File: config.mk
export PLATFORM = sky130hd
export DESIGN_NAME = mirror_xor_pixel_scatter_top
export DESIGN_NICKNAME = d
export VERILOG_FILES = /design/src/mxps_pkg.sv /design/src/mxps_region.sv /design/src/mxps_addr.sv /design/src/mirror_xor_pixel_scatter_top.sv
export SDC_FILE = /design/constraint.sdc
export NUM_CORES = 1
export LEC_CHECK = 0
export BUFFER_PORTS_ARGS = -buffer_cell sky130_fd_sc_hd__buf_2
export CAP_MARGIN = 20
export CORE_MARGIN = 5
export CORE_UTILIZATION = 30
export CTS_BUF_LIST = sky130_fd_sc_hd__clkbuf_16
export CTS_CLUSTER_DIAMETER = 60
export DETAILED_ROUTE_END_ITERATION = 7
export GPL_ROUTABILITY_DRIVEN = 0
export PLACE_DENSITY_LB_ADDON = 0.2
export SKIP_LAST_GASP = 1
export SLEW_MARGIN = 20
export SYNTH_ARGS = -nofsm -noshare
export SYNTH_HDL_FRONTEND = slang
export SYNTH_SLANG_ARGS = --single-unit
File: constraint.sdc
create_clock -name clk_i -period 7.8 [get_ports clk_i]
set_clock_uncertainty 0.1 [all_clocks]
set_input_delay 0 -clock clk_i [delete_from_list [all_inputs] [get_ports clk_i]]
set_output_delay 0 -clock clk_i [all_outputs]
set_load 0.1 [all_outputs]
File: src/mxps_pkg.sv
package mxps_pkg;

  // Field widths fixed by the interface.
  localparam int unsigned CoordW  = 10;
  localparam int unsigned SizeW   = 11;
  localparam int unsigned AddrW   = 20;
  localparam int unsigned PixW    = 32;
  localparam int unsigned ColorW  = 24;
  localparam int unsigned ModeW   = 4;
  localparam int unsigned MaskW   = 4;
  localparam int unsigned CfgIdxW = 2;
  localparam int unsigned CfgDataW = 24;

  // Default frame limits handed to the top level.
  localparam int MAX_WIDTH_DEF  = 1024;
  localparam int MAX_HEIGHT_DEF = 1024;

  // Configuration register indexes.
  localparam logic [CfgIdxW-1:0] CFG_MIRROR_MODE  = 2'd0;
  localparam logic [CfgIdxW-1:0] CFG_XOR_COLOR    = 2'd1;
  localparam logic [CfgIdxW-1:0] CFG_FRAME_WIDTH  = 2'd2;
  localparam logic [CfgIdxW-1:0] CFG_FRAME_HEIGHT = 2'd3;

  // Mirror mode codes; unlisted codes behave as no mirroring.
  localparam logic [ModeW-1:0] MODE_NONE       = 4'd0;
  localparam logic [ModeW-1:0] MODE_LEFT       = 4'd1;
  localparam logic [ModeW-1:0] MODE_RIGHT      = 4'd2;
  localparam logic [ModeW-1:0] MODE_DOWN       = 4'd3;
  localparam logic [ModeW-1:0] MODE_DOWN_LEFT  = 4'd4;
  localparam logic [ModeW-1:0] MODE_DOWN_RIGHT = 4'd5;
  localparam logic [ModeW-1:0] MODE_UP         = 4'd6;
  localparam logic [ModeW-1:0] MODE_UP_LEFT    = 4'd7;
  localparam logic [ModeW-1:0] MODE_UP_RIGHT   = 4'd8;

  // Write mask patterns.
  localparam logic [MaskW-1:0] MASK_NONE   = 4'b0000;
  localparam logic [MaskW-1:0] MASK_DIRECT = 4'b0001;
  localparam logic [MaskW-1:0] MASK_HORIZ  = 4'b0011;
  localparam logic [MaskW-1:0] MASK_VERT   = 4'b0101;
  localparam logic [MaskW-1:0] MASK_ALL    = 4'b1111;

  // Register values after reset.
  localparam logic [ModeW-1:0]  RESET_MODE   = MODE_LEFT;
  localparam logic [ColorW-1:0] RESET_COLOR  = 24'h000000;
  localparam logic [SizeW-1:0]  RESET_WIDTH  = 11'd320;
  localparam logic [SizeW-1:0]  RESET_HEIGHT = 11'd240;

  // Effective frame size after clamping to the supported maximum.
  typedef struct packed {
    logic [SizeW-1:0] width;
    logic [SizeW-1:0] height;
  } frame_t;

endpackage

File: src/mxps_region.sv
module mxps_region #(
  parameter int MAX_WIDTH  = mxps_pkg::MAX_WIDTH_DEF,
  parameter int MAX_HEIGHT = mxps_pkg::MAX_HEIGHT_DEF
) (
  input  logic [mxps_pkg::ModeW-1:0]  mirror_mode_i,
  input  logic [mxps_pkg::SizeW-1:0]  frame_width_i,
  input  logic [mxps_pkg::SizeW-1:0]  frame_height_i,
  input  logic [mxps_pkg::CoordW-1:0] pixel_x_i,
  input  logic [mxps_pkg::CoordW-1:0] pixel_y_i,
  output mxps_pkg::frame_t            frame_o,
  output logic [mxps_pkg::MaskW-1:0]  write_mask_o
);

  logic [mxps_pkg::SizeW-1:0] half_w;
  logic [mxps_pkg::SizeW-1:0] half_h;
  logic [mxps_pkg::SizeW-1:0] x_ext;
  logic [mxps_pkg::SizeW-1:0] y_ext;
  logic x_all, x_lo, x_hi;
  logic y_all, y_lo, y_hi;
  logic in_region;
  logic [mxps_pkg::MaskW-1:0] mode_mask;

  // Clamp the configured frame size to the supported maximum.
  always_comb begin
    if (32'(frame_width_i) > 32'(MAX_WIDTH)) begin
      frame_o.width = mxps_pkg::SizeW'(MAX_WIDTH);
    end else begin
      frame_o.width = frame_width_i;
    end
    if (32'(frame_height_i) > 32'(MAX_HEIGHT)) begin
      frame_o.height = mxps_pkg::SizeW'(MAX_HEIGHT);
    end else begin
      frame_o.height = frame_height_i;
    end
  end

  // Floored half sizes and the halves that the pixel falls in.
  assign half_w = frame_o.width >> 1;
  assign half_h = frame_o.height >> 1;
  assign x_ext  = mxps_pkg::SizeW'(pixel_x_i);
  assign y_ext  = mxps_pkg::SizeW'(pixel_y_i);
  assign x_all  = x_ext < frame_o.width;
  assign x_lo   = x_ext < half_w;
  assign x_hi   = x_all && !x_lo;
  assign y_all  = y_ext < frame_o.height;
  assign y_lo   = y_ext < half_h;
  assign y_hi   = y_all && !y_lo;

  // The mode picks the source region and the set of mirrored copies.
  always_comb begin
    case (mirror_mode_i)
      mxps_pkg::MODE_LEFT: begin
        in_region = x_lo && y_all;
        mode_mask = mxps_pkg::MASK_HORIZ;
      end
      mxps_pkg::MODE_RIGHT: begin
        in_region = x_hi && y_all;
        mode_mask = mxps_pkg::MASK_HORIZ;
      end
      mxps_pkg::MODE_DOWN: begin
        in_region = x_all && y_hi;
        mode_mask = mxps_pkg::MASK_VERT;
      end
      mxps_pkg::MODE_DOWN_LEFT: begin
        in_region = x_lo && y_hi;
        mode_mask = mxps_pkg::MASK_ALL;
      end
      mxps_pkg::MODE_DOWN_RIGHT: begin
        in_region = x_hi && y_hi;
        mode_mask = mxps_pkg::MASK_ALL;
      end
      mxps_pkg::MODE_UP: begin
        in_region = x_all && y_lo;
        mode_mask = mxps_pkg::MASK_VERT;
      end
      mxps_pkg::MODE_UP_LEFT: begin
        in_region = x_lo && y_lo;
        mode_mask = mxps_pkg::MASK_ALL;
      end
      mxps_pkg::MODE_UP_RIGHT: begin
        in_region = x_hi && y_lo;
        mode_mask = mxps_pkg::MASK_ALL;
      end
      default: begin
        in_region = x_all && y_all;
        mode_mask = mxps_pkg::MASK_DIRECT;
      end
    endcase
  end

  assign write_mask_o = in_region ? mode_mask : mxps_pkg::MASK_NONE;

endmodule

File: src/mxps_addr.sv
module mxps_addr (
  input  mxps_pkg::frame_t            frame_i,
  input  logic [mxps_pkg::CoordW-1:0] pixel_x_i,
  input  logic [mxps_pkg::CoordW-1:0] pixel_y_i,
  input  logic [mxps_pkg::MaskW-1:0]  write_mask_i,
  output logic [mxps_pkg::AddrW-1:0]  direct_address_o,
  output logic [mxps_pkg::AddrW-1:0]  hflip_address_o,
  output logic [mxps_pkg::AddrW-1:0]  vflip_address_o,
  output logic [mxps_pkg::AddrW-1:0]  diag_address_o
);

  localparam int unsigned ProdW = 2 * mxps_pkg::SizeW;

  logic [mxps_pkg::SizeW-1:0] mirror_x;
  logic [mxps_pkg::SizeW-1:0] mirror_y;
  logic [ProdW-1:0] row_base;
  logic [ProdW-1:0] mirror_row_base;
  logic [ProdW-1:0] x_ext;
  logic [ProdW-1:0] mirror_x_ext;

  // Mirrored coordinates; only used when the pixel lies inside the frame.
  assign mirror_x = frame_i.width - mxps_pkg::SizeW'(pixel_x_i) - mxps_pkg::SizeW'(1);
  assign mirror_y = frame_i.height - mxps_pkg::SizeW'(pixel_y_i) - mxps_pkg::SizeW'(1);

  // Two row products are shared by the four addresses.
  assign row_base        = ProdW'(pixel_y_i) * ProdW'(frame_i.width);
  assign mirror_row_base = ProdW'(mirror_y) * ProdW'(frame_i.width);
  assign x_ext           = ProdW'(pixel_x_i);
  assign mirror_x_ext    = ProdW'(mirror_x);

  // A disabled copy reports address zero.
  always_comb begin
    direct_address_o = '0;
    hflip_address_o  = '0;
    vflip_address_o  = '0;
    diag_address_o   = '0;
    if (write_mask_i[0]) begin
      direct_address_o = mxps_pkg::AddrW'(row_base + x_ext);
    end
    if (write_mask_i[1]) begin
      hflip_address_o = mxps_pkg::AddrW'(row_base + mirror_x_ext);
    end
    if (write_mask_i[2]) begin
      vflip_address_o = mxps_pkg::AddrW'(mirror_row_base + x_ext);
    end
    if (write_mask_i[3]) begin
      diag_address_o = mxps_pkg::AddrW'(mirror_row_base + mirror_x_ext);
    end
  end

endmodule

File: src/mirror_xor_pixel_scatter_top.sv
// Mirroring pixel scatter.
// Input channel (in_valid_i / in_ready_o) carries one source pixel with its
// column and row. Output channel (out_valid_o / out_ready_i) carries one
// result item per input item: the pixel XOR the configured color, up to four
// linear frame addresses and a write mask telling which of them to write.
// Configuration uses a plain write port (cfg_we_i, cfg_idx_i, cfg_wdata_i);
// registers are to be written by the user only while no item is in flight;
// the block itself does not enforce this. An accepted item sits in the input
// register, and its result is then registered in the result register and is
// on the output from then on. Throughput is one item per cycle while the
// receiver does not stall, with a single input register and single result
// register around the address logic (two row multipliers and four adders).
// When the receiver stalls, the result register holds its item and the input
// register can still take one more item; after that in_ready_o drops until
// the output moves. Reset empties both registers and loads the register
// defaults: mode left, color zero, frame 320 by 240.
module mirror_xor_pixel_scatter_top #(
  parameter int MAX_WIDTH  = mxps_pkg::MAX_WIDTH_DEF,
  parameter int MAX_HEIGHT = mxps_pkg::MAX_HEIGHT_DEF
) (
  input  logic                          clk_i,
  input  logic                          rst_ni,
  input  logic                          cfg_we_i,
  input  logic [mxps_pkg::CfgIdxW-1:0]  cfg_idx_i,
  input  logic [mxps_pkg::CfgDataW-1:0] cfg_wdata_i,
  input  logic                          in_valid_i,
  output logic                          in_ready_o,
  input  logic [mxps_pkg::CoordW-1:0]   pixel_x_i,
  input  logic [mxps_pkg::CoordW-1:0]   pixel_y_i,
  input  logic [mxps_pkg::PixW-1:0]     pixel_in_i,
  output logic                          out_valid_o,
  input  logic                          out_ready_i,
  output logic [mxps_pkg::AddrW-1:0]    direct_address_o,
  output logic [mxps_pkg::AddrW-1:0]    hflip_address_o,
  output logic [mxps_pkg::AddrW-1:0]    vflip_address_o,
  output logic [mxps_pkg::AddrW-1:0]    diag_address_o,
  output logic [mxps_pkg::MaskW-1:0]    write_mask_o,
  output logic [mxps_pkg::PixW-1:0]     pixel_out_o
);

  logic [mxps_pkg::ModeW-1:0]  mirror_mode_q;
  logic [mxps_pkg::ColorW-1:0] xor_color_q;
  logic [mxps_pkg::SizeW-1:0]  frame_width_q;
  logic [mxps_pkg::SizeW-1:0]  frame_height_q;

  logic                         in_valid_q;
  logic [mxps_pkg::CoordW-1:0]  pixel_x_q;
  logic [mxps_pkg::CoordW-1:0]  pixel_y_q;
  logic [mxps_pkg::PixW-1:0]    pixel_in_q;

  logic                         out_valid_q;
  logic [mxps_pkg::AddrW-1:0]   direct_address_q, direct_address_d;
  logic [mxps_pkg::AddrW-1:0]   hflip_address_q, hflip_address_d;
  logic [mxps_pkg::AddrW-1:0]   vflip_address_q, vflip_address_d;
  logic [mxps_pkg::AddrW-1:0]   diag_address_q, diag_address_d;
  logic [mxps_pkg::MaskW-1:0]   write_mask_q, write_mask_d;
  logic [mxps_pkg::PixW-1:0]    pixel_out_q, pixel_out_d;

  mxps_pkg::frame_t frame;
  logic in_fire;
  logic out_load;

  // Configuration registers.
  always_ff @(posedge clk_i or negedge rst_ni) begin
    if (!rst_ni) begin
      mirror_mode_q  <= mxps_pkg::RESET_MODE;
      xor_color_q    <= mxps_pkg::RESET_COLOR;
      frame_width_q  <= mxps_pkg::RESET_WIDTH;
      frame_height_q <= mxps_pkg::RESET_HEIGHT;
    end else if (cfg_we_i) begin
      case (cfg_idx_i)
        mxps_pkg::CFG_MIRROR_MODE: begin
          mirror_mode_q <= cfg_wdata_i[mxps_pkg::ModeW-1:0];
        end
        mxps_pkg::CFG_XOR_COLOR: begin
          xor_color_q <= cfg_wdata_i[mxps_pkg::ColorW-1:0];
        end
        mxps_pkg::CFG_FRAME_WIDTH: begin
          frame_width_q <= cfg_wdata_i[mxps_pkg::SizeW-1:0];
        end
        mxps_pkg::CFG_FRAME_HEIGHT: begin
          frame_height_q <= cfg_wdata_i[mxps_pkg::SizeW-1:0];
        end
        default: begin
        end
      endcase
    end
  end

  // Handshake: the result register loads when empty or being drained, and
  // the input register takes an item when empty or passing its item on.
  assign out_load   = !out_valid_q || out_ready_i;
  assign in_ready_o = !in_valid_q || out_load;
  assign in_fire    = in_valid_i && in_ready_o;

  always_ff @(posedge clk_i or negedge rst_ni) begin
    if (!rst_ni) begin
      in_valid_q  <= 1'b0;
      out_valid_q <= 1'b0;
    end else begin
      if (in_ready_o) begin
        in_valid_q <= in_valid_i;
      end
      if (out_load) begin
        out_valid_q <= in_valid_q;
      end
    end
  end

  // Input register payload.
  always_ff @(posedge clk_i) begin
    if (in_fire) begin
      pixel_x_q  <= pixel_x_i;
      pixel_y_q  <= pixel_y_i;
      pixel_in_q <= pixel_in_i;
    end
  end

  // Region check and write mask.
  mxps_region #(
    .MAX_WIDTH (MAX_WIDTH),
    .MAX_HEIGHT(MAX_HEIGHT)
  ) u_region (
    .mirror_mode_i (mirror_mode_q),
    .frame_width_i (frame_width_q),
    .frame_height_i(frame_height_q),
    .pixel_x_i     (pixel_x_q),
    .pixel_y_i     (pixel_y_q),
    .frame_o       (frame),
    .write_mask_o  (write_mask_d)
  );

  // Direct and mirrored addresses.
  mxps_addr u_addr (
    .frame_i         (frame),
    .pixel_x_i       (pixel_x_q),
    .pixel_y_i       (pixel_y_q),
    .write_mask_i    (write_mask_d),
    .direct_address_o(direct_address_d),
    .hflip_address_o (hflip_address_d),
    .vflip_address_o (vflip_address_d),
    .diag_address_o  (diag_address_d)
  );

  assign pixel_out_d = pixel_in_q ^ mxps_pkg::PixW'(xor_color_q);

  // Result register payload.
  always_ff @(posedge clk_i) begin
    if (out_load && in_valid_q) begin
      direct_address_q <= direct_address_d;
      hflip_address_q  <= hflip_address_d;
      vflip_address_q  <= vflip_address_d;
      diag_address_q   <= diag_address_d;
      write_mask_q     <= write_mask_d;
      pixel_out_q      <= pixel_out_d;
    end
  end

  assign out_valid_o      = out_valid_q;
  assign direct_address_o = direct_address_q;
  assign hflip_address_o  = hflip_address_q;
  assign vflip_address_o  = vflip_address_q;
  assign diag_address_o   = diag_address_q;
  assign write_mask_o     = write_mask_q;
  assign pixel_out_o      = pixel_out_q;

  // The mask is always one of the patterns that a mode can produce.
  assert property (@(posedge clk_i) disable iff (!rst_ni)
    out_valid_q |-> (write_mask_q == mxps_pkg::MASK_NONE ||
                     write_mask_q == mxps_pkg::MASK_DIRECT ||
                     write_mask_q == mxps_pkg::MASK_HORIZ ||
                     write_mask_q == mxps_pkg::MASK_VERT ||
                     write_mask_q == mxps_pkg::MASK_ALL))
    else $error("write mask outside the legal patterns");

  // A copy that is not written reports address zero.
  assert property (@(posedge clk_i) disable iff (!rst_ni)
    out_valid_q |-> ((write_mask_q[0] || direct_address_q == '0) &&
                     (write_mask_q[1] || hflip_address_q == '0) &&
                     (write_mask_q[2] || vflip_address_q == '0) &&
                     (write_mask_q[3] || diag_address_q == '0)))
    else $error("disabled address is not zero");

  // An accepted item is held in the input register on the next cycle.
  assert property (@(posedge clk_i) disable iff (!rst_ni)
    in_fire |=> in_valid_q)
    else $error("accepted item lost from the input register");

  // An item waiting in the input register moves on once the output drains.
  assert property (@(posedge clk_i) disable iff (!rst_ni)
    (in_valid_q && out_load) |=> out_valid_q)
    else $error("item not moved into the result register");

endmodule
==> impl_results.md, run 1 <==
* Status: finished with violations
* Violated checks: design-rule violations
* Setup CP Type: flip-flop to flip-flop
* DP Wirelength at 41.6 mm
* Post-Route WL at 52.8 mm
* Port-buffer cells at 200
* Max transition margin at 39.7%
* Htree depth at 1
* First-pass GRT wire length at 84.8 mm
* Vias in the first global route at 15.6k
* Arrival @ worst endpoint at 7750 ps
* Ys Warns at 0
* Post-synth top area share at 26.1%
* Mean Syn Cell Area at 10.2 µm²
* CTS Buf Count at 26
* Clock sinks at 220
* Critical path's slowest cell: fa_1
* Root buf cell: clkbuf_16
* Slew @ Worst Pin at 905 ps
* DR vias at 14.7k
* Ys flop type: edfxtp_1
* Hold Fails Final Rpt at 0
* Mapped Cells at 1896
* Tot GR Track Use at 15.0%
* Setup violations, final at 0
* #FFs+latches synth at 220
* Async S/R FF share, synth at 23.6%
* Max Slew Vio Count at 0
* Row Count at 93
* Post-synth top area cell: edfxtp_1
* CP endpoint kind: flip-flop
* Initial cell density of the core at 30.1%
* Fin crit share at 96.6%
* Crit start category: flip-flop
* RSZ-0062 raised after global routing: true
* Routed WL per cell at 16.5 µm
* Vias per cell at 4.61
* Drt first pass iters at 8
* Die X at 264 µm
* Fin nets at 2758
* Syn Std Cell Area at 19300 µm²
* Worst path max stage delay at 520 ps
* R2r startpoint: frame_height_q[10]$_DFFE_PN0P_
* GRT overflow at 0
* CTS tree: built
* CP Launch Point: frame_height_q[10]$_DFFE_PN0P_
* Fmax achieved at 133 MHz
* Initial antenna violation count at 0
* Proportion of layout cells with a drive suffix above 1 at 21.3%
* Largest net degree at the start of global routing at 65
* Final Critical Period at 7530 ps
* Post-synth top cells: inv_1 (240), nor2_1 (219), ha_1 (202)
* Io pins at 201
* Layout area overhead at 25.9%
* Die height at 264 µm
* # fillers at 6383
* DRC at 1
* Clock tree buffer depth at 3
* Top cells by area, synth: edfxtp_1 (26%), fa_1 (16%), ha_1 (13%), dfrtp_1 (5.8%), inv_1 (4.7%)
* Clock Latency Late Sink at 580 ps
* Worst path required time at 8020 ps
* Die area at 69500 µm²
* Post-route ant nets at 0
* EDFF count, synth at 168
* Clk slew on worst S/H paths at 60 ps
* Total of max-cap violations at 0
* Crit path max fanout at 4
* Most common cell in the netlist: inv_1
* Iteration-0 DRC Markers at 660
* Hold Crit Start: pixel_x_i[7]
* CP most frequent cell: fa_1
* Worst Hold Class: input port to flip-flop
* Core box area at 64100 µm²
* Util after Layout at 37.9%
* Synth unique cells at 79
* Post-Syn Nets at 2335
* Sequential cell area fraction in the yosys report at 32.9%
## layer usage
layer,global-route usage [%],wire length (µm),vias up
met1,19.7,23300,7107
met3,3.53,3380,67
li1,-,-,7203
met5,0,0,-
met4,3.44,1370,0
met2,25.3,24800,352
## state kept, by name (all words and copies together), names as in the netlist
name	flops
in_valid_q	1
frame_width_q	11
mirror_mode_q	4
out_valid_o	1
pixel_x_q	10
vflip_address_o	20
write_mask_o	4
direct_address_o	20
hflip_address_o	20
pixel_in_q	32
xor_color_q	24
pixel_out_o	32
pixel_y_q	10
frame_height_q	11
diag_address_o	20
## layout by cell type, fill, tap and decap left out, drive strengths merged, types with 7 or more instances in the layout
cell / instances
xor2: 68
dlygate4sd3: 110
nand2: 164
edfxtp: 168
ha: 202
o21bai: 11
and2: 22
nor3b: 7
xnor2: 70
a21o: 36
o21a: 8
nor3: 35
nand4: 8
inv: 249
nand2b: 21
and3: 7
or2: 8
nand3: 26
a211oi: 17
dfstp: 7
nor2: 219
nand3b: 8
mux2: 51
a21oi: 73
fa: 154
nor2b: 30
clkbuf: 26
o41ai: 7
buf: 338
clkinv: 15
dfrtp: 45
o21ai: 48
## critical path: cells and delay by family, from the launching register on
family / cells / cell delay (ps)
compound gates: 4 / 1150
flops: 1 / 400
buf+inv: 4 / 210
fa+ha+maj: 8 / 3400
simple gates: 9 / 1360
xor+xnor: 2 / 330
mux: 1 / 340
## worst paths after layout
kind | to | slack, ps | cells after the start
max | diag_address_o[19]$_SDFFCE_PN0P_ | 270 | 28
min | pixel_x_q[7]$_DFFE_PP_ | 40 | 2
max reg2reg | diag_address_o[19]$_SDFFCE_PN0P_ | 270 | 28
min reg2reg | pixel_out_o[30]$_DFFE_PP_ | 320 | 0
max in group asynchronous | frame_height_q[2]$_DFFE_PN0P_ | 6570 | 4
min in group asynchronous | xor_color_q[23]$_DFFE_PN0P_ | 530 | 4
## layout make-up
type	instances	area [µm²]	share of cell area [%]
sequential	220	6350	26.1
tap	855	1070	4.40
clock buffer	26	651	2.68
clock inverter	22	169	0.695
timing repair buffer	448	3150	13.0
antenna	1	2.50	0.0103
inverter	247	927	3.81
multi-input combinational	1376	12000	49.3
## kinds of logic (layout without fill, tap and decap cells)
kind of cell,after synthesis,after routing,share of synthesized area (%)
flops,220,220,32.9
compound gates,250,250,8.88
mux,55,55,3.18
fa+ha+maj,356,356,29.1
simple gates,577,577,13.7
buf+inv,300,743,5.89
other cells,0,1,0
xor+xnor,138,138,6.34
## stage by stage
step                setup slack, ps  cells  TNS [ps]  area, µm²  hold slack [ps]
floorplan                      69.5   1896         0      19300             -396
global placement                112   3031         0      22200             76.1
detailed placement            -2.63   3032     -2.63      22200             78.1
CTS                            96.3   3190         0      24100            0.184
global route                  -61.5   3194      -158      24300             19.6
finish                          269   3195         0      24300             41.9
## timing repair
action / 4_1_cts / 5_1_grt
buffers inserted: 0 / 4
endpoints found under the hold margin: 175 / 0
hold buffers: 110 / 0
resized for setup: 1 / 36
pin swaps: 0 / 8
setup endpoints to repair: 1 / 15
Power of run 1 is not shown: default switching activity piles up to over one toggle a cycle in this logic, so the estimate is an artifact.
==> run 2: changes to the inputs <==
Settings changed: CORE_MARGIN 5 to default.
Clock period 7.8 ns to 6.05 ns, I/O delays scaled along.
==> impl_results.md, run 2 (synthesis gave the netlist of run 1 again) <==
* Status: finished with violations (unchanged)
* Violated checks: negative setup slack (was design-rule violations)
* Drt first pass iters at 7 (was 8)
* Register-to-register setup slack at -1200 ps (was 270 ps)
* Initial cell density of the core at 30.5% (was 30.1%)
* Core box area at 63300 µm² (was 64100 µm²)
* Worst path max stage delay at 510 ps (was 520 ps)
* GRT overflow at 0 (unchanged)
* Htree depth at 1 (unchanged)
* Final setup margin at -1200 ps (was 269 ps)
* Tot GR Track Use at 16.8% (was 15.0%)
* Post-place setup slack at -1470 ps (was -2.63 ps)
* Root buf cell: clkbuf_16 (unchanged)
* Endpoint, Worst Hold: pixel_in_q[3]$_DFFE_PP_ (was pixel_x_q[7]$_DFFE_PP_)
* Clk slew on worst S/H paths at 60 ps (about the same)
* Total of max-cap violations at 0 (unchanged)
* Commonest non-fill, non-tap cells in the layout: buf_4 (344), inv_1 (225), buf_2 (201) (was inv_1 (245), nor2_1 (217), buf_2 (200))
* FF/Latch Area at 6360 µm² (was 6350 µm²)
* DP Wirelength at 43.2 mm (was 41.6 mm)
* # fillers at 6034 (was 6383)
* Critical path's slowest cell: fa_1 (unchanged)
* R2R cell count at 30 (was 28)
* Setup CP Type: flip-flop to flip-flop (unchanged)
* Crit start category: flip-flop (unchanged)
* Worst path required time at 6260 ps (was 8020 ps)
* Fmax achieved at 138 MHz (was 133 MHz)
* DR vias at 15.9k (was 14.7k)
* Slew @ Worst Pin at 970 ps (was 905 ps)
* CTS tree: built (unchanged)
* CP endpoint kind: flip-flop (unchanged)
* Die height at 256 µm (was 264 µm)
* Crit path max fanout at 5 (was 4)
* Layout area overhead at 47.1% (was 25.9%)
* Vias in the first global route at 16.7k (was 15.6k)
* Clock sinks at 220 (unchanged)
* Io pins at 201 (unchanged)
* DRC at 0 (was 1)
* Worst Hold Class: input port to flip-flop (unchanged)
* Max Slew Vio Count at 0 (unchanged)
* Fin crit share at 120% (was 96.6%)
* Post-Route WL at 56.1 mm (was 52.8 mm)
* Hold Fails Final Rpt at 0 (unchanged)
* RSZ-0062 raised after global routing: true (unchanged)
* Vias per cell at 4.60 (was 4.61)
* Cells after DPL at 3227 (was 3032)
* Max transition margin at 34.9% (was 39.7%)
* Die X at 256 µm (was 264 µm)
* Arrival @ worst endpoint at 7470 ps (was 7750 ps)
* Post-DP Area at 24200 µm² (was 22200 µm²)
* Multi-input gate area at 13700 µm² (was 12000 µm²)
* Final std cells w/o fill at 3446 (was 3195)
* Clock tree buffer depth at 3 (unchanged)
* Hold-critical path depth at 2 (unchanged)
* First-pass GRT wire length at 87.9 mm (was 84.8 mm)
* Fin nets at 3017 (was 2758)
* Setup violations, final at 40 (was 0)
* R2r startpoint: frame_height_q[10]$_DFFE_PN0P_ (unchanged)
* CP most frequent cell: fa_1 (unchanged)
* # diodes at 0 (was 1)
* Clock Latency Late Sink at 570 ps (was 580 ps)
* Cell area after layout at 28400 µm² (was 24300 µm²)
* Die area at 65400 µm² (was 69500 µm²)
* Largest net degree at the start of global routing at 59 (was 65)
* Port-buffer cells at 200 (unchanged)
* Worst reg2reg endpoint: vflip_address_o[18]$_SDFFCE_PN0P_ (was diag_address_o[19]$_SDFFCE_PN0P_)
* CTS Buf Count at 28 (was 26)
* Most common cell after layout, fill and taps aside: buf_4 (was inv_1)
* Hold Crit Start: pixel_in_i[3] (was pixel_x_i[7])
* Proportion of layout cells with a drive suffix above 1 at 39.1% (was 21.3%)
* Row Count at 92 (was 93)
* Iteration-0 DRC Markers at 646 (was 660)
* Post-route ant nets at 0 (unchanged)
* Final Critical Period at 7250 ps (was 7530 ps)
* Routed WL per cell at 16.3 µm (was 16.5 µm)
* Initial antenna violation count at 0 (unchanged)
run 2: area by class of cell:
| type | count | share of cell area [%] |
|---|---|---|
| clock buffers | 32 | 2.82 |
| clock inverters | 20 | 0.551 |
| inverters | 247 | 3.33 |
| multi-input cells | 1376 | 48.3 |
| flip-flops and latches | 220 | 22.4 |
| well taps | 846 | 3.73 |
| repair buffers | 705 | 18.9 |
run 2: critical path, delay by kind of cell, from the launching register on:
kind / cells / cell delay (ps)
flops: 1 / 450
simple gates: 8 / 1080
xor+xnor: 3 / 570
buf+inv: 6 / 460
compound gates: 5 / 1100
fa+ha+maj: 8 / 3230
run 2: layer usage:
layer	vias up	GRT usage, %	routed length [µm]
met5	-	0	0
met4	0	4.39	1460
met3	76	3.23	2920
met2	324	29.1	27200
met1	7729	21.4	24600
li1	7735	-	-
run 2: timing repair:
action | in CTS | in global routing
pin swaps | 109 | 140
buffers inserted | 44 | 48
gates cloned | 0 | 1
setup endpoints to repair | 49 | 50
hold buffers | 89 | 0
hold endpoints to repair | 156 | 0
gates resized for setup | 171 | 192
run 2: worst max path at each step:
stage	start	to	cells after the start
finish	frame_height_q[10]$_DFFE_PN0P_	vflip_address_o[18]$_SDFFCE_PN0P_	30
global route	frame_height_q[10]$_DFFE_PN0P_	diag_address_o[19]$_SDFFCE_PN0P_	30
CTS	frame_height_q[10]$_DFFE_PN0P_	diag_address_o[19]$_SDFFCE_PN0P_	27
detailed placement	frame_height_q[10]$_DFFE_PN0P_	diag_address_o[19]$_SDFFCE_PN0P_	28
global placement	frame_height_q[10]$_DFFE_PN0P_	diag_address_o[19]$_SDFFCE_PN0P_	28
floorplan	pixel_y_q[0]$_DFFE_PP_	diag_address_o[19]$_SDFFCE_PN0P_	29
run 2: stage by stage:
| stage | hold WS [ps] | util [%] | TNS (ps) |
|---|---|---|---|
| after floorplan | -396 | - | -15130 |
| after global placement | 76.5 | 38.2 | -29470 |
| after detailed placement | 78.1 | 38.2 | -33080 |
| after CTS | 0.596 | 43.0 | -22270 |
| after global routing | 17.3 | 44.9 | -32230 |
| final | 42.3 | 44.9 | -22080 |
Power of run 2 is left out for the same reason.
